**src/rtl/core/edf_pkg.sv**
```systemverilog
// Shared types and constants of the earliest-deadline-first scheduler.
package edf_pkg;

	localparam logic [3:0] K_CREATE    = 4'd0;
	localparam logic [3:0] K_REMOVE    = 4'd1;
	localparam logic [3:0] K_COMPLETE  = 4'd2;
	localparam logic [3:0] K_TICK      = 4'd3;
	localparam logic [3:0] K_SELECT    = 4'd4;
	localparam logic [3:0] K_ADMIT     = 4'd5;
	localparam logic [3:0] K_EXACT     = 4'd6;
	localparam logic [3:0] K_QUERY     = 4'd7;
	localparam logic [3:0] K_RESET_ONE = 4'd8;
	localparam logic [3:0] K_RESET_ALL = 4'd9;

	localparam logic [1:0] ST_OK   = 2'd0;
	localparam logic [1:0] ST_BAD  = 2'd1;
	localparam logic [1:0] ST_FULL = 2'd2;
	localparam logic [1:0] ST_NONE = 2'd3;

	localparam logic [1:0] EV_REPLY   = 2'd0;
	localparam logic [1:0] EV_RELEASE = 2'd1;
	localparam logic [1:0] EV_MISS    = 2'd2;

	localparam logic [1:0] PH_READY   = 2'd0;
	localparam logic [1:0] PH_RUNNING = 2'd1;
	localparam logic [1:0] PH_DONE    = 2'd2;

	localparam logic [31:0] UTIL_ONE = 32'd1000;
	localparam logic [31:0] SAT32    = 32'hFFFF_FFFF;

	typedef struct packed {
		logic        start;
		logic [23:0] budget;
		logic [23:0] period;
	} div_req_t;

	typedef struct packed {
		logic        done;
		logic [31:0] quot;
	} div_rsp_t;

	typedef struct packed {
		logic [1:0]         ev;
		logic [1:0]         st;
		logic [7:0]         id;
		logic [2:0]         slot;
		logic               adm;
		logic [15:0]        jobs;
		logic [15:0]        miss;
		logic signed [31:0] slack;
		logic [31:0]        used;
		logic               last;
	} res_t;

endpackage

```
**src/rtl/core/edf_deadline_scheduler.sv**
```systemverilog
// Steps: find walks the slots one a cycle; create then runs the utilization division and the total
// sum over every slot; tick walks the order list twice (releases, then misses); select walks it
// once; a stalled output holds the request in its current state.
// One request is worked at a time; the next is taken once its reply is in the output register.
// Reset empties the task table and clears time, utilization and the order list at once.
module edf_deadline_scheduler #(
	parameter int MAX_TASKS = 8
) (
	input  logic         clk,
	input  logic         arst_n,
	input  logic         s_tvalid,
	output logic         s_tready,
	// task_id[7:0], period[31:8], rel_deadline[55:32], exec_budget[79:56], ready_mask[87:80]
	input  logic [87:0]  s_tdata,
	// kind[3:0]
	input  logic [3:0]   s_tuser,
	output logic         m_tvalid,
	input  logic         m_tready,
	// status[1:0], out_task_id[9:2], slot[12:10], admitted[13], jobs_done[29:14],
	// misses[45:30], slack[77:46], used_time[109:78], utilization[141:110], zero fill
	output logic [143:0] m_tdata,
	// event_res[1:0]
	output logic [1:0]   m_tuser,
	output logic         m_tlast
);

	localparam int SW = (MAX_TASKS > 1) ? $clog2(MAX_TASKS) : 1;
	localparam int CW = $clog2(MAX_TASKS + 1);

	typedef enum logic [17:0] {
		S_IDLE = 18'h00001,
		S_FIND = 18'h00002,
		S_CWR  = 18'h00004,
		S_DIV  = 18'h00008,
		S_APP  = 18'h00010,
		S_SUM  = 18'h00020,
		S_RMS  = 18'h00040,
		S_RMSH = 18'h00080,
		S_ADV1 = 18'h00100,
		S_ADV2 = 18'h00200,
		S_T1L  = 18'h00400,
		S_T1X  = 18'h00800,
		S_T2L  = 18'h01000,
		S_T2X  = 18'h02000,
		S_SL   = 18'h04000,
		S_SX   = 18'h08000,
		S_RALL = 18'h10000,
		S_EMIT = 18'h20000
	} state_t;

	state_t state_q;

	logic [MAX_TASKS-1:0] used_q;
	logic [7:0]  task_q   [MAX_TASKS];
	logic [23:0] period_q [MAX_TASKS];
	logic [23:0] reldl_q  [MAX_TASKS];
	logic [23:0] budget_q [MAX_TASKS];
	logic [31:0] nrel_q   [MAX_TASKS];
	logic [31:0] absdl_q  [MAX_TASKS];
	logic [31:0] run_q    [MAX_TASKS];
	logic [15:0] jobs_q   [MAX_TASKS];
	logic [15:0] miss_q   [MAX_TASKS];
	logic [1:0]  phase_q  [MAX_TASKS];
	logic [31:0] util_q   [MAX_TASKS];
	logic [SW-1:0] order_q [MAX_TASKS];
	logic [CW-1:0] count_q;
	logic [31:0]   util_total_q;
	logic [31:0]   now_q;

	logic [3:0]  kind_q;
	logic [7:0]  id_q;
	logic [23:0] per_q;
	logic [23:0] dl_q;
	logic [23:0] bud_q;
	logic [7:0]  rmask_q;

	logic [SW-1:0] cur_q;
	logic [SW-1:0] sel_q;
	logic [SW-1:0] free_q;
	logic          free_v_q;
	logic          fresh_q;
	logic [CW-1:0] oi_q;
	logic          adv_tick_q;
	logic [31:0]   acc_q;
	logic          best_v_q;
	logic [SW-1:0] best_q;
	logic [31:0]   best_dl_q;
	logic [7:0]    best_task_q;
	logic          div_start_q;

	logic [1:0] res_st_q;
	logic [7:0] res_id_q;
	logic [2:0] res_slot_q;
	logic       res_adm_q;
	logic       qhit_q;

	logic         m_tvalid_q;
	edf_pkg::res_t out_q;
	logic [31:0]  out_util_q;

	edf_pkg::div_req_t div_req;
	edf_pkg::div_rsp_t div_rsp;

	edf_div u_div (
		.clk    (clk),
		.arst_n (arst_n),
		.req    (div_req),
		.rsp    (div_rsp)
	);

	assign div_req.start  = div_start_q;
	assign div_req.budget = bud_q;
	assign div_req.period = per_q;

	logic        accept;
	logic [3:0]  in_kind;
	logic [7:0]  in_id;
	logic [23:0] in_per;
	logic [23:0] in_dl;
	logic [23:0] in_bud;
	logic [23:0] in_dl_eff;
	logic        out_free;
	logic        cur_used;
	logic        hit;
	logic        last_slot;
	logic [1:0]  cur_phase;
	logic [31:0] nrel_diff;
	logic [31:0] abs_diff;
	logic        rel_c;
	logic        miss_c;
	logic        elig;
	logic [31:0] cur_wide;
	logic [32:0] sum33;
	logic [31:0] acc_next;
	logic [32:0] tsum;
	logic [CW-1:0] oim1;
	logic [SW-1:0] oslot;
	logic        emit_en;
	edf_pkg::res_t em;

	assign s_tready  = (state_q == S_IDLE);
	assign accept    = s_tvalid && s_tready;
	assign in_kind   = s_tuser;
	assign in_id     = s_tdata[7:0];
	assign in_per    = s_tdata[31:8];
	assign in_dl     = s_tdata[55:32];
	assign in_bud    = s_tdata[79:56];
	assign in_dl_eff = (in_dl == 24'd0) ? in_per : in_dl;

	assign out_free  = !m_tvalid_q || m_tready;
	assign cur_used  = used_q[cur_q];
	assign hit       = cur_used && (task_q[cur_q] == id_q);
	assign last_slot = (cur_q == SW'(MAX_TASKS - 1));
	assign cur_phase = phase_q[cur_q];
	assign nrel_diff = now_q - nrel_q[cur_q];
	assign abs_diff  = now_q - absdl_q[cur_q];
	assign rel_c     = cur_used && (cur_phase == edf_pkg::PH_DONE) && !nrel_diff[31];
	assign miss_c    = cur_used && !abs_diff[31] &&
	                   ((cur_phase == edf_pkg::PH_READY) || (cur_phase == edf_pkg::PH_RUNNING));
	assign cur_wide  = 32'(cur_q);
	assign elig      = cur_used && (cur_wide < 32'd8) && rmask_q[cur_wide[2:0]] &&
	                   ((cur_phase == edf_pkg::PH_READY) || (cur_phase == edf_pkg::PH_RUNNING));
	assign sum33     = {1'b0, acc_q} + {1'b0, util_q[cur_q]};
	assign acc_next  = cur_used ? (sum33[32] ? edf_pkg::SAT32 : sum33[31:0]) : acc_q;
	assign tsum      = {1'b0, util_total_q} + {1'b0, div_rsp.quot};
	assign oim1      = oi_q - 1'b1;
	assign oslot     = order_q[oi_q[SW-1:0]];

	always_comb begin
		emit_en = 1'b0;
		em      = '0;
		case (state_q)
			S_T1X: begin
				if (rel_c && out_free) begin
					emit_en = 1'b1;
					em.ev   = edf_pkg::EV_RELEASE;
					em.id   = task_q[cur_q];
					em.slot = 3'(cur_q);
				end
			end
			S_T2X: begin
				if (miss_c && out_free) begin
					emit_en = 1'b1;
					em.ev   = edf_pkg::EV_MISS;
					em.id   = task_q[cur_q];
					em.slot = 3'(cur_q);
				end
			end
			S_EMIT: begin
				emit_en = out_free;
				em.ev   = edf_pkg::EV_REPLY;
				em.st   = res_st_q;
				em.id   = res_id_q;
				em.slot = res_slot_q;
				em.adm  = res_adm_q;
				em.last = 1'b1;
				if (qhit_q) begin
					em.jobs  = jobs_q[cur_q];
					em.miss  = miss_q[cur_q];
					em.slack = $signed(absdl_q[cur_q] - now_q);
					em.used  = run_q[cur_q];
				end
			end
			default: begin
				emit_en = 1'b0;
			end
		endcase
	end

	always_ff @(posedge clk or negedge arst_n) begin
		if (!arst_n) begin
			m_tvalid_q <= 1'b0;
		end else if (emit_en) begin
			m_tvalid_q <= 1'b1;
			out_q      <= em;
			out_util_q <= util_total_q;
		end else if (m_tready) begin
			m_tvalid_q <= 1'b0;
		end
	end

	assign m_tvalid = m_tvalid_q;
	assign m_tuser  = out_q.ev;
	assign m_tlast  = out_q.last;
	assign m_tdata  = {2'b00, out_util_q, out_q.used, out_q.slack, out_q.miss, out_q.jobs,
	                   out_q.adm, out_q.slot, out_q.id, out_q.st};

	always_ff @(posedge clk or negedge arst_n) begin
		if (!arst_n) begin
			state_q      <= S_IDLE;
			used_q       <= '0;
			count_q      <= '0;
			util_total_q <= '0;
			now_q        <= '0;
			div_start_q  <= 1'b0;
		end else begin
			div_start_q <= 1'b0;
			case (state_q)
				S_IDLE: begin
					if (accept) begin
						kind_q     <= in_kind;
						id_q       <= in_id;
						per_q      <= in_per;
						bud_q      <= in_bud;
						rmask_q    <= s_tdata[87:80];
						dl_q       <= (in_kind == edf_pkg::K_CREATE) ? in_dl_eff : in_dl;
						res_st_q   <= edf_pkg::ST_OK;
						res_id_q   <= in_id;
						res_slot_q <= '0;
						res_adm_q  <= 1'b0;
						qhit_q     <= 1'b0;
						cur_q      <= '0;
						free_v_q   <= 1'b0;
						oi_q       <= '0;
						best_v_q   <= 1'b0;
						adv_tick_q <= 1'b0;
						case (in_kind)
							edf_pkg::K_CREATE: begin
								if (in_per == 24'd0 || in_bud > in_dl_eff) begin
									res_st_q <= edf_pkg::ST_BAD;
									state_q  <= S_EMIT;
								end else begin
									state_q <= S_FIND;
								end
							end
							edf_pkg::K_REMOVE, edf_pkg::K_COMPLETE, edf_pkg::K_QUERY,
							edf_pkg::K_RESET_ONE: begin
								state_q <= S_FIND;
							end
							edf_pkg::K_TICK: begin
								now_q    <= now_q + 32'd1;
								res_id_q <= '0;
								state_q  <= S_T1L;
							end
							edf_pkg::K_SELECT: begin
								res_id_q <= '0;
								state_q  <= S_SL;
							end
							edf_pkg::K_ADMIT, edf_pkg::K_EXACT: begin
								if (in_per == 24'd0) begin
									res_st_q <= edf_pkg::ST_BAD;
									state_q  <= S_EMIT;
								end else begin
									div_start_q <= 1'b1;
									state_q     <= S_DIV;
								end
							end
							edf_pkg::K_RESET_ALL: begin
								res_id_q <= '0;
								state_q  <= S_RALL;
							end
							default: begin
								res_st_q <= edf_pkg::ST_BAD;
								state_q  <= S_EMIT;
							end
						endcase
					end
				end
				S_FIND: begin
					if (hit) begin
						sel_q      <= cur_q;
						res_slot_q <= 3'(cur_q);
						case (kind_q)
							edf_pkg::K_CREATE: begin
								fresh_q <= 1'b0;
								state_q <= S_CWR;
							end
							edf_pkg::K_REMOVE: begin
								used_q[cur_q] <= 1'b0;
								state_q       <= S_RMS;
							end
							edf_pkg::K_COMPLETE: begin
								if (cur_phase == edf_pkg::PH_RUNNING) begin
									jobs_q[cur_q]  <= jobs_q[cur_q] + 16'd1;
									phase_q[cur_q] <= edf_pkg::PH_DONE;
									run_q[cur_q]   <= '0;
									state_q        <= S_ADV1;
								end else begin
									state_q <= S_EMIT;
								end
							end
							edf_pkg::K_QUERY: begin
								qhit_q  <= 1'b1;
								state_q <= S_EMIT;
							end
							default: begin
								jobs_q[cur_q] <= '0;
								miss_q[cur_q] <= '0;
								state_q       <= S_EMIT;
							end
						endcase
					end else if (last_slot) begin
						if (kind_q == edf_pkg::K_CREATE) begin
							if (free_v_q || !cur_used) begin
								if (free_v_q) begin
									cur_q <= free_q;
								end
								fresh_q <= 1'b1;
								state_q <= S_CWR;
							end else begin
								res_st_q <= edf_pkg::ST_FULL;
								state_q  <= S_EMIT;
							end
						end else begin
							res_st_q <= edf_pkg::ST_NONE;
							state_q  <= S_EMIT;
						end
					end else begin
						if (!cur_used && !free_v_q) begin
							free_v_q <= 1'b1;
							free_q   <= cur_q;
						end
						cur_q <= cur_q + 1'b1;
					end
				end
				S_CWR: begin
					used_q[cur_q]   <= 1'b1;
					task_q[cur_q]   <= id_q;
					period_q[cur_q] <= per_q;
					reldl_q[cur_q]  <= dl_q;
					budget_q[cur_q] <= bud_q;
					absdl_q[cur_q]  <= now_q + 32'(dl_q);
					nrel_q[cur_q]   <= now_q;
					run_q[cur_q]    <= '0;
					jobs_q[cur_q]   <= '0;
					miss_q[cur_q]   <= '0;
					phase_q[cur_q]  <= edf_pkg::PH_READY;
					res_slot_q      <= 3'(cur_q);
					div_start_q     <= 1'b1;
					state_q         <= S_DIV;
				end
				S_DIV: begin
					if (div_rsp.done) begin
						if (kind_q == edf_pkg::K_CREATE) begin
							util_q[cur_q] <= div_rsp.quot;
							state_q       <= S_APP;
						end else begin
							res_adm_q <= (tsum <= 33'(edf_pkg::UTIL_ONE)) &&
							             !(kind_q == edf_pkg::K_EXACT && dl_q > per_q);
							state_q   <= S_EMIT;
						end
					end
				end
				S_APP: begin
					if (fresh_q && count_q < CW'(MAX_TASKS)) begin
						order_q[count_q[SW-1:0]] <= cur_q;
						count_q                  <= count_q + 1'b1;
					end
					cur_q   <= '0;
					acc_q   <= '0;
					state_q <= S_SUM;
				end
				S_SUM: begin
					acc_q <= acc_next;
					if (last_slot) begin
						util_total_q <= acc_next;
						state_q      <= S_EMIT;
					end else begin
						cur_q <= cur_q + 1'b1;
					end
				end
				S_RMS: begin
					if (oi_q >= count_q) begin
						cur_q   <= '0;
						acc_q   <= '0;
						state_q <= S_SUM;
					end else begin
						if (oslot == sel_q) begin
							state_q <= S_RMSH;
						end
						oi_q <= oi_q + 1'b1;
					end
				end
				S_RMSH: begin
					if (oi_q < count_q) begin
						order_q[oim1[SW-1:0]] <= oslot;
						oi_q                  <= oi_q + 1'b1;
					end else begin
						count_q <= count_q - 1'b1;
						cur_q   <= '0;
						acc_q   <= '0;
						state_q <= S_SUM;
					end
				end
				S_ADV1: begin
					nrel_q[cur_q] <= nrel_q[cur_q] + 32'(period_q[cur_q]);
					state_q       <= S_ADV2;
				end
				S_ADV2: begin
					absdl_q[cur_q] <= nrel_q[cur_q] + 32'(reldl_q[cur_q]);
					if (adv_tick_q) begin
						oi_q    <= oi_q + 1'b1;
						state_q <= S_T2L;
					end else begin
						state_q <= S_EMIT;
					end
				end
				S_T1L: begin
					if (oi_q < count_q) begin
						cur_q   <= oslot;
						state_q <= S_T1X;
					end else begin
						oi_q    <= '0;
						state_q <= S_T2L;
					end
				end
				S_T1X: begin
					if (rel_c) begin
						if (out_free) begin
							phase_q[cur_q] <= edf_pkg::PH_READY;
							run_q[cur_q]   <= '0;
							oi_q           <= oi_q + 1'b1;
							state_q        <= S_T1L;
						end
					end else begin
						if (cur_used && cur_phase == edf_pkg::PH_RUNNING) begin
							run_q[cur_q] <= run_q[cur_q] + 32'd1;
						end
						oi_q    <= oi_q + 1'b1;
						state_q <= S_T1L;
					end
				end
				S_T2L: begin
					if (oi_q < count_q) begin
						cur_q   <= oslot;
						state_q <= S_T2X;
					end else begin
						state_q <= S_EMIT;
					end
				end
				S_T2X: begin
					if (miss_c) begin
						if (out_free) begin
							miss_q[cur_q]  <= miss_q[cur_q] + 16'd1;
							phase_q[cur_q] <= edf_pkg::PH_DONE;
							adv_tick_q     <= 1'b1;
							state_q        <= S_ADV1;
						end
					end else begin
						oi_q    <= oi_q + 1'b1;
						state_q <= S_T2L;
					end
				end
				S_SL: begin
					if (oi_q < count_q) begin
						cur_q   <= oslot;
						state_q <= S_SX;
					end else if (!best_v_q) begin
						res_st_q <= edf_pkg::ST_NONE;
						state_q  <= S_EMIT;
					end else begin
						phase_q[best_q] <= edf_pkg::PH_RUNNING;
						res_id_q        <= best_task_q;
						res_slot_q      <= 3'(best_q);
						state_q         <= S_EMIT;
					end
				end
				S_SX: begin
					if (elig && (!best_v_q || absdl_q[cur_q] < best_dl_q)) begin
						best_v_q    <= 1'b1;
						best_q      <= cur_q;
						best_dl_q   <= absdl_q[cur_q];
						best_task_q <= task_q[cur_q];
					end
					oi_q    <= oi_q + 1'b1;
					state_q <= S_SL;
				end
				S_RALL: begin
					if (cur_used) begin
						jobs_q[cur_q] <= '0;
						miss_q[cur_q] <= '0;
					end
					if (last_slot) begin
						state_q <= S_EMIT;
					end else begin
						cur_q <= cur_q + 1'b1;
					end
				end
				S_EMIT: begin
					if (out_free) begin
						state_q <= S_IDLE;
					end
				end
				default: begin
					state_q <= S_IDLE;
				end
			endcase
		end
	end

endmodule

```
**src/rtl/core/edf_div.sv**
```systemverilog
// Bit-serial utilization divider: budget*1000/period, saturated to 32 bits.
module edf_div (
	input  logic              clk,
	input  logic              arst_n,
	input  edf_pkg::div_req_t req,
	output edf_pkg::div_rsp_t rsp
);

	logic        busy_q;
	logic        done_q;
	logic [5:0]  cnt_q;
	logic [33:0] num_q;
	logic [23:0] rem_q;
	logic [23:0] den_q;
	logic [24:0] trial;
	logic        take;

	assign trial = {rem_q, num_q[33]};
	assign take  = trial >= {1'b0, den_q};

	always_ff @(posedge clk or negedge arst_n) begin
		if (!arst_n) begin
			busy_q <= 1'b0;
			done_q <= 1'b0;
			cnt_q  <= '0;
		end else begin
			done_q <= 1'b0;
			if (req.start) begin
				busy_q <= 1'b1;
				cnt_q  <= 6'd34;
				num_q  <= 34'(req.budget) * 34'(edf_pkg::UTIL_ONE);
				rem_q  <= '0;
				den_q  <= req.period;
			end else if (busy_q) begin
				rem_q <= take ? 24'(trial - {1'b0, den_q}) : trial[23:0];
				num_q <= {num_q[32:0], take};
				cnt_q <= cnt_q - 6'd1;
				if (cnt_q == 6'd1) begin
					busy_q <= 1'b0;
					done_q <= 1'b1;
				end
			end
		end
	end

	assign rsp.done = done_q;
	assign rsp.quot = (|num_q[33:32]) ? edf_pkg::SAT32 : num_q[31:0];

endmodule
```
**config.mk**
```make
export PLATFORM = sky130hd
export DESIGN_NAME = edf_deadline_scheduler
export DESIGN_NICKNAME = d
export VERILOG_FILES = /design/src/rtl/core/edf_pkg.sv /design/src/rtl/core/edf_deadline_scheduler.sv /design/src/rtl/core/edf_div.sv
export SDC_FILE = /design/constraint.sdc
export NUM_CORES = 2
export LEC_CHECK = 0
export BUFFER_PORTS_ARGS = -buffer_cell sky130_fd_sc_hd__buf_2
export CAP_MARGIN = 10
export CORE_MARGIN = 5
export CORE_UTILIZATION = 50
export CTS_BUF_LIST = sky130_fd_sc_hd__clkbuf_4 sky130_fd_sc_hd__clkbuf_8
export DETAILED_ROUTE_END_ITERATION = 7
export GPL_ROUTABILITY_DRIVEN = 0
export HOLD_SLACK_MARGIN = 0.15
export PLACE_DENSITY = 0.66
export RECOVER_POWER = 100
export SKIP_LAST_GASP = 1
export SLEW_MARGIN = 10
export SYNTH_ARGS = -nofsm -noshare
export SYNTH_HDL_FRONTEND = slang
export SYNTH_SLANG_ARGS = --single-unit
```
**constraint.sdc**
```tcl
create_clock -name clk -period 37.1 [get_ports clk]
set_input_delay 7.42 -clock clk [delete_from_list [all_inputs] [get_ports clk]]
set_output_delay 7.42 -clock clk [all_outputs]
set_load 0.02 [all_outputs]
```
# --- Word-level counts from Yosys, hierarchy flattened ---
# Memories as Yosys holds them, arrays and structs flattened. A register that Yosys moved wholly into a read port is not among the register bits.
# Cells that the tools add are included.
totals:
  regBits: 530
  mem_bits_rw: 1768
  inputBits: 96
  out_inout_bits: 149
  mem_count: 11
mem_list:
  columns: ["name", "depth", "width", "rd", "rd_clocked_by_memory_dff", "wr", "line_no", "text"]
  rows:
  - ["absdl_q", 8, 32, 1, 1, 1, "edf_deadline_scheduler.sv:59", "logic [31:0] absdl_q [MAX_TASKS];"]
  - ["nrel_q", 8, 32, 1, 1, 1, "edf_deadline_scheduler.sv:58", "logic [31:0] nrel_q [MAX_TASKS];"]
  - ["run_q", 8, 32, 1, 1, 1, "edf_deadline_scheduler.sv:60", "logic [31:0] run_q [MAX_TASKS];"]
  - ["util_q", 8, 32, 1, 1, 1, "edf_deadline_scheduler.sv:64", "logic [31:0] util_q [MAX_TASKS];"]
  - ["period_q", 8, 24, 1, 1, 1, "edf_deadline_scheduler.sv:55", "logic [23:0] period_q [MAX_TASKS];"]
  - ["reldl_q", 8, 24, 1, 1, 1, "edf_deadline_scheduler.sv:56", "logic [23:0] reldl_q [MAX_TASKS];"]
  - ["+5 memories", null, null, null, null, null, null, null]
classes:
  n_addsub: 19
  n_mul: 1
  magnitude_cmp: 11
  n_eq_ne: 73
  mux: 209
  bitwise: 19
  reduce_logical: 99
ops:
  columns: ["cell", "count"]
  rows:
  - ["$mux W18", 22]
  - ["$mux W32", 10]
  - ["$pmux W18 S17", 1]
  - ["$pmux W32 S4", 1]
  - ["$pmux W18 S6", 1]
  - ["$add A32 B24 Y32", 3]
  - ["$mux W16", 6]
  - ["$mux W24", 4]
  - ["$sub A32 B32 Y32", 3]
  - ["$mux W1", 81]
  - ["$mux W3", 27]
  - ["$mux W34", 2]
  - ["$add A32 B32 Y33", 2]
  - ["$add A32 B1 Y32 const B", 2]
  - ["$pmux W18 S3", 1]
  - ["$gt A24 B24 Y1", 2]
  - ["$logic_not A24 Y1", 2]
  - ["$mux W8", 6]
  - ["$ne A2 B2 Y1 const B", 22]
  - ["$mux W4", 10]
  - ["$le A33 B10 Y1 const B", 1]
  - ["$pmux W11 S3", 1]
  - ["$add A16 B1 Y16 const B", 2]
  - ["$lt A32 B32 Y1", 1]
  - ["other kinds (85)", 218]

# --- Longest topological paths before layout ---
depth:
  depth_word: 11
  depth_mapped: 29
  mapped_depth_nobuf: 19

# --- Cells and area by module ---
# Synthesis repeated with hierarchy kept, for this count alone.
hier_totals:
  hier_cells: 6966
  hier_area_um2: 107177.8
by_module_without_submodules:
  columns: ["module", "n_inst", "cells_per_inst", "area_each_um2", "seq_area_each_um2"]
  rows:
  - ["edf_deadline_scheduler", 1, 5979, 97637.4, 65944.5]
  - ["edf_div", 1, 987, 9540.4, 2662.6]

# --- Worst setup path after synthesis ---
# No wires, ideal clock.
synth_timing:
  kind: "in2reg"
  start: "input port arst_n"
  end: "register out_q (netlist bit m_tdata[0]) (enable)"
  t_arrival_ns: 13.810
  t_required_ns: 36.449
  path_slack_ns: 22.639
  cell_stages: 3
  path_buffers: 1
  path_cell_list: "clkbuf_1 nand2_1 nor2_1"
synth_between:
  elab_chain_len: 1
synth_rtl:
  columns: ["item", "line_no", "text"]
  rows:
  - ["start, declared", "edf_deadline_scheduler.sv:10", "input logic arst_n,"]
  - ["$reduce_and A2 Y1 (no line)", null, null]
  - ["end signal, assigned", "edf_deadline_scheduler.sv:215", "out_q <= em;"]
  - ["end, declared", "edf_deadline_scheduler.sv:98", "edf_pkg::res_t out_q;"]
# No other way between the ends.
# A chain may end at the register's enable or synchronous reset.

# --- Final worst setup path ---
layout_timing:
  start: "input port arst_n"
  end: "memory run_q[6][17] (enable)"
layout_between:
  elab_chain_len: 5
layout_rtl:
  columns: ["item", "line_no"]
  rows:
  - ["$logic_and A1 B1 Y1 (on tied branches)", "edf_deadline_scheduler.sv:316, edf_deadline_scheduler.sv:364"]
  - ["$mux W1 (on tied branches)", "edf_deadline_scheduler.sv:316, edf_deadline_scheduler.sv:364"]
  - ["$or A1 B1 Y1 (no line) (2 in series)", null]
  - ["$or A1 B1 Y1 (no line) (*)", null]
  - ["end, declared", "edf_deadline_scheduler.sv:60"]
# Mark *: on every way between the ends. The rest lies on a longest branch, timed or not.

==> results.cfg <==
[run_status]
status = finished with violations
violations = max-capacitance violations, max-slew violations

[cells_and_area]
layout_common_cells = edfxtp_1 (2,194), nor2_1 (490), ha_1 (416), mux4_2 (413), clkbuf_8 (399)
final_cells = 10559
drive_gt1_frac = 0.160
final_common_cell = edfxtp_1
fin_area_sq_mm = 0.119
final_util = 0.555
area_growth_pct = 10.7
seq_area_sq_mm = 0.0686
multi_input_area_sq_mm = 0.0361
layout.nets = 8025
fill_cells = 16975

[floorplanning]
dieArea_sq_mm = 0.224
io-pin-count = 245
die_x_um = 473
coreArea_sq_mm = 0.214
die_y_um = 473
initial_core_util = 0.501
placementRows = 170

[timing]
fin_crit_sh = 0.496
slew_headroom = -4.56
tns_ns = 0
period_needed_ns = 18.40
fin_skew_ns = 0.0949
finalSetupViolations = 0
fmax_ghz = 0.0543
rsz0062_at_grt = no
tightest_slew_ns = 8.34
hold_viol = 0
fin_ws_ns = 18.70
slew_viol_final = 2522

[clock_network]
cts_sinks = 2304
insertion_delay_ns = 1.08
cts_resized = 0
root_buffer = clkbuf_8
cts_tree = done
cts_buffers = 386
htree_num_levels = 5
cts_buffer_depth = 4
clk_pin_slew_worst_paths_ns = 0.06
cts_setup_buffers = 0
holdBufCountCts = 0

[critical_path]
r2r-end = m_tdata[56]
r2r_slack_ns = 19.36
crit_top_cell = clkbuf_1
crit_chain = clkbuf_1 -> clkbuf_1 -> clkbuf_1 -> clkbuf_1 -> o31ai_1 -> nor2_1
worstRegToRegCells = 14
worstPathRequired_ns = 37.66
crit_arrival_ns = 18.96
crit_fanout = 59
cp_slowest_stage_delay_ns = 2.98
start_kind = input port
worstSetupPathType = input port to flip-flop
slowest_stage = nor2_1
worstSetupEndpointType = flip-flop

[global_route]
grt_pass1_vias = 62902
antenna_found_initial = 23
overflow = 0
grtUsageTotal = 0.239
grt_max_degree = 126
grt_pass1_wl_um = 403000

[synth]
seq_area_frac_synth = 0.639
netlist_instances = 6913
synth-async-reset-ratio = 0.0451
synth-warning-count = 0
ys.flop_type = edfxtp_1
ys_ff_latch = 2304
ys_types = 107
synth_edf_count = 2194
synthesis.area_sq_mm = 0.107
avgSynthCellArea_sq_um = 15.5

[drt]
viasPerCell = 5.96
met1_length_um = 115000
drt_iter0_drc = 6239
ant_nets = 0
met2WireLength_um = 124000
drc_errors = 0
wl_met3_um = 21600
first_pass_iters = 8
postRouteWirelength_um = 270000
routedWlPerCell_um = 25.6
num_vias = 62891
top_layer = met5

[placed_design]
placed_area_sq_mm = 0.112
dp_slack_ns = 25.11
io_buffer_count = 242
dpl.hpwl_um = 181000
numPlacedInstances = 9869

[hold_path]
hp-class = flip-flop to flip-flop
min_path_cells = 0
hp-start = util_total_q[6]
whs_endpoint = out_util_q[6]

[power_and_ir_drop]
vdd_drop_max_uv = 53.5
p_leak_nw = 41.1
powerDensity_mw_per_mm2 = 72.0

[flow_run]
maxCapViolCount = 66
cell families (layout without fill, tap and decap cells):
logic type / count (synthesis) / after routing / share of synthesized area
adder cells (fa/ha/maj): 510 / 510 / 0.0660
other: 1 / 15 / 0.0000349
flip-flops: 2304 / 2304 / 0.639
XOR/XNOR: 299 / 299 / 0.0244
AO/OA/AOI/OAI: 1043 / 1043 / 0.0619
AND/OR/NAND/NOR: 1409 / 1409 / 0.0630
buffers and inverters: 633 / 1427 / 0.0253
multiplexers: 714 / 714 / 0.120
stage by stage:
step           total power [mW]  hold slack (ns)
3_5_place_dp               6.36            0.488
6_report                   8.56            0.453
3_3_place_gp               6.32            0.491
4_1_cts                    8.59            0.450
2_1_floorplan              5.50            0.453
5_1_grt                    9.05            0.475
power breakdown:
| part | switching (mW) | internal [mW] |
|---|---|---|
| Clock | 1.00 | 1.22 |
| Combinational | 1.87 | 1.31 |
| Sequential | 0.107 | 3.05 |
| Total | 2.98 | 5.58 |
cell usage after synthesis (130+ instances only):
cell type / count / area, sq um
edfxtp_1: 2194 / 65900
nor2_1: 511 / 1920
ha_1: 416 / 5200
mux4_2: 413 / 9300
inv_1: 378 / 1420
nand2_1: 333 / 1250
o21ai_0: 263 / 1320
a21oi_1: 262 / 1310
xnor2_1: 191 / 1670
mux2i_1: 173 / 1730
clkbuf_1: 149 / 559
a21o_1: 130 / 976
routing by layer:
layer,GRT usage,up-vias
met2,0.372,2602
met5,0,-
met3,0.0432,493
met4,0.0794,6
li1,-,27835
met1,0.343,31955
final cells by class:
class,instances,area share
Sequential cell,2304,0.577
Multi-Input combinational cell,3977,0.304
Clock buffer,510,0.0532
Tap cell,2838,0.0299
Timing Repair Buffer,366,0.0136
Inverter,384,0.0121
Clock inverter,167,0.00977
Antenna cell,13,0.000274
registers in the layout, summed over array words and instances (netlist names), 32 cells and up, named ones only:
name and cells:
miss_q 128, absdl_q 256, u_div.num_q 34, util_total_q 32
task_q 64, jobs_q 128, run_q 256, best_dl_q 32
util_q 256, m_tdata 110, now_q 32, out_util_q 32
acc_q 32, period_q 192, nrel_q 256, reldl_q 192
critical path, delay by kind of cell:
| kind | cells | cell delay [ns] |
|---|---|---|
| compound gates | 1 | 1.24 |
| buf+inv | 4 | 7.21 |
| simple gates | 1 | 2.98 |
worst max path at each step:
stage	slack, ns	to	startpoint	cells after the start
6_report	18.70	run_q[6][17]	arst_n	6
2_1_floorplan	22.64	m_tdata[0]	arst_n	3
3_3_place_gp	25.05	res_st_q[0]	s_tdata[50]	17
3_5_place_dp	25.11	res_st_q[0]	s_tdata[50]	17
4_1_cts	25.84	s_tready	state_q[9]	6
5_1_grt	17.35	m_tdata[88]	flip-flop	14
Note: power is estimated with default switching activity, not from simulation.
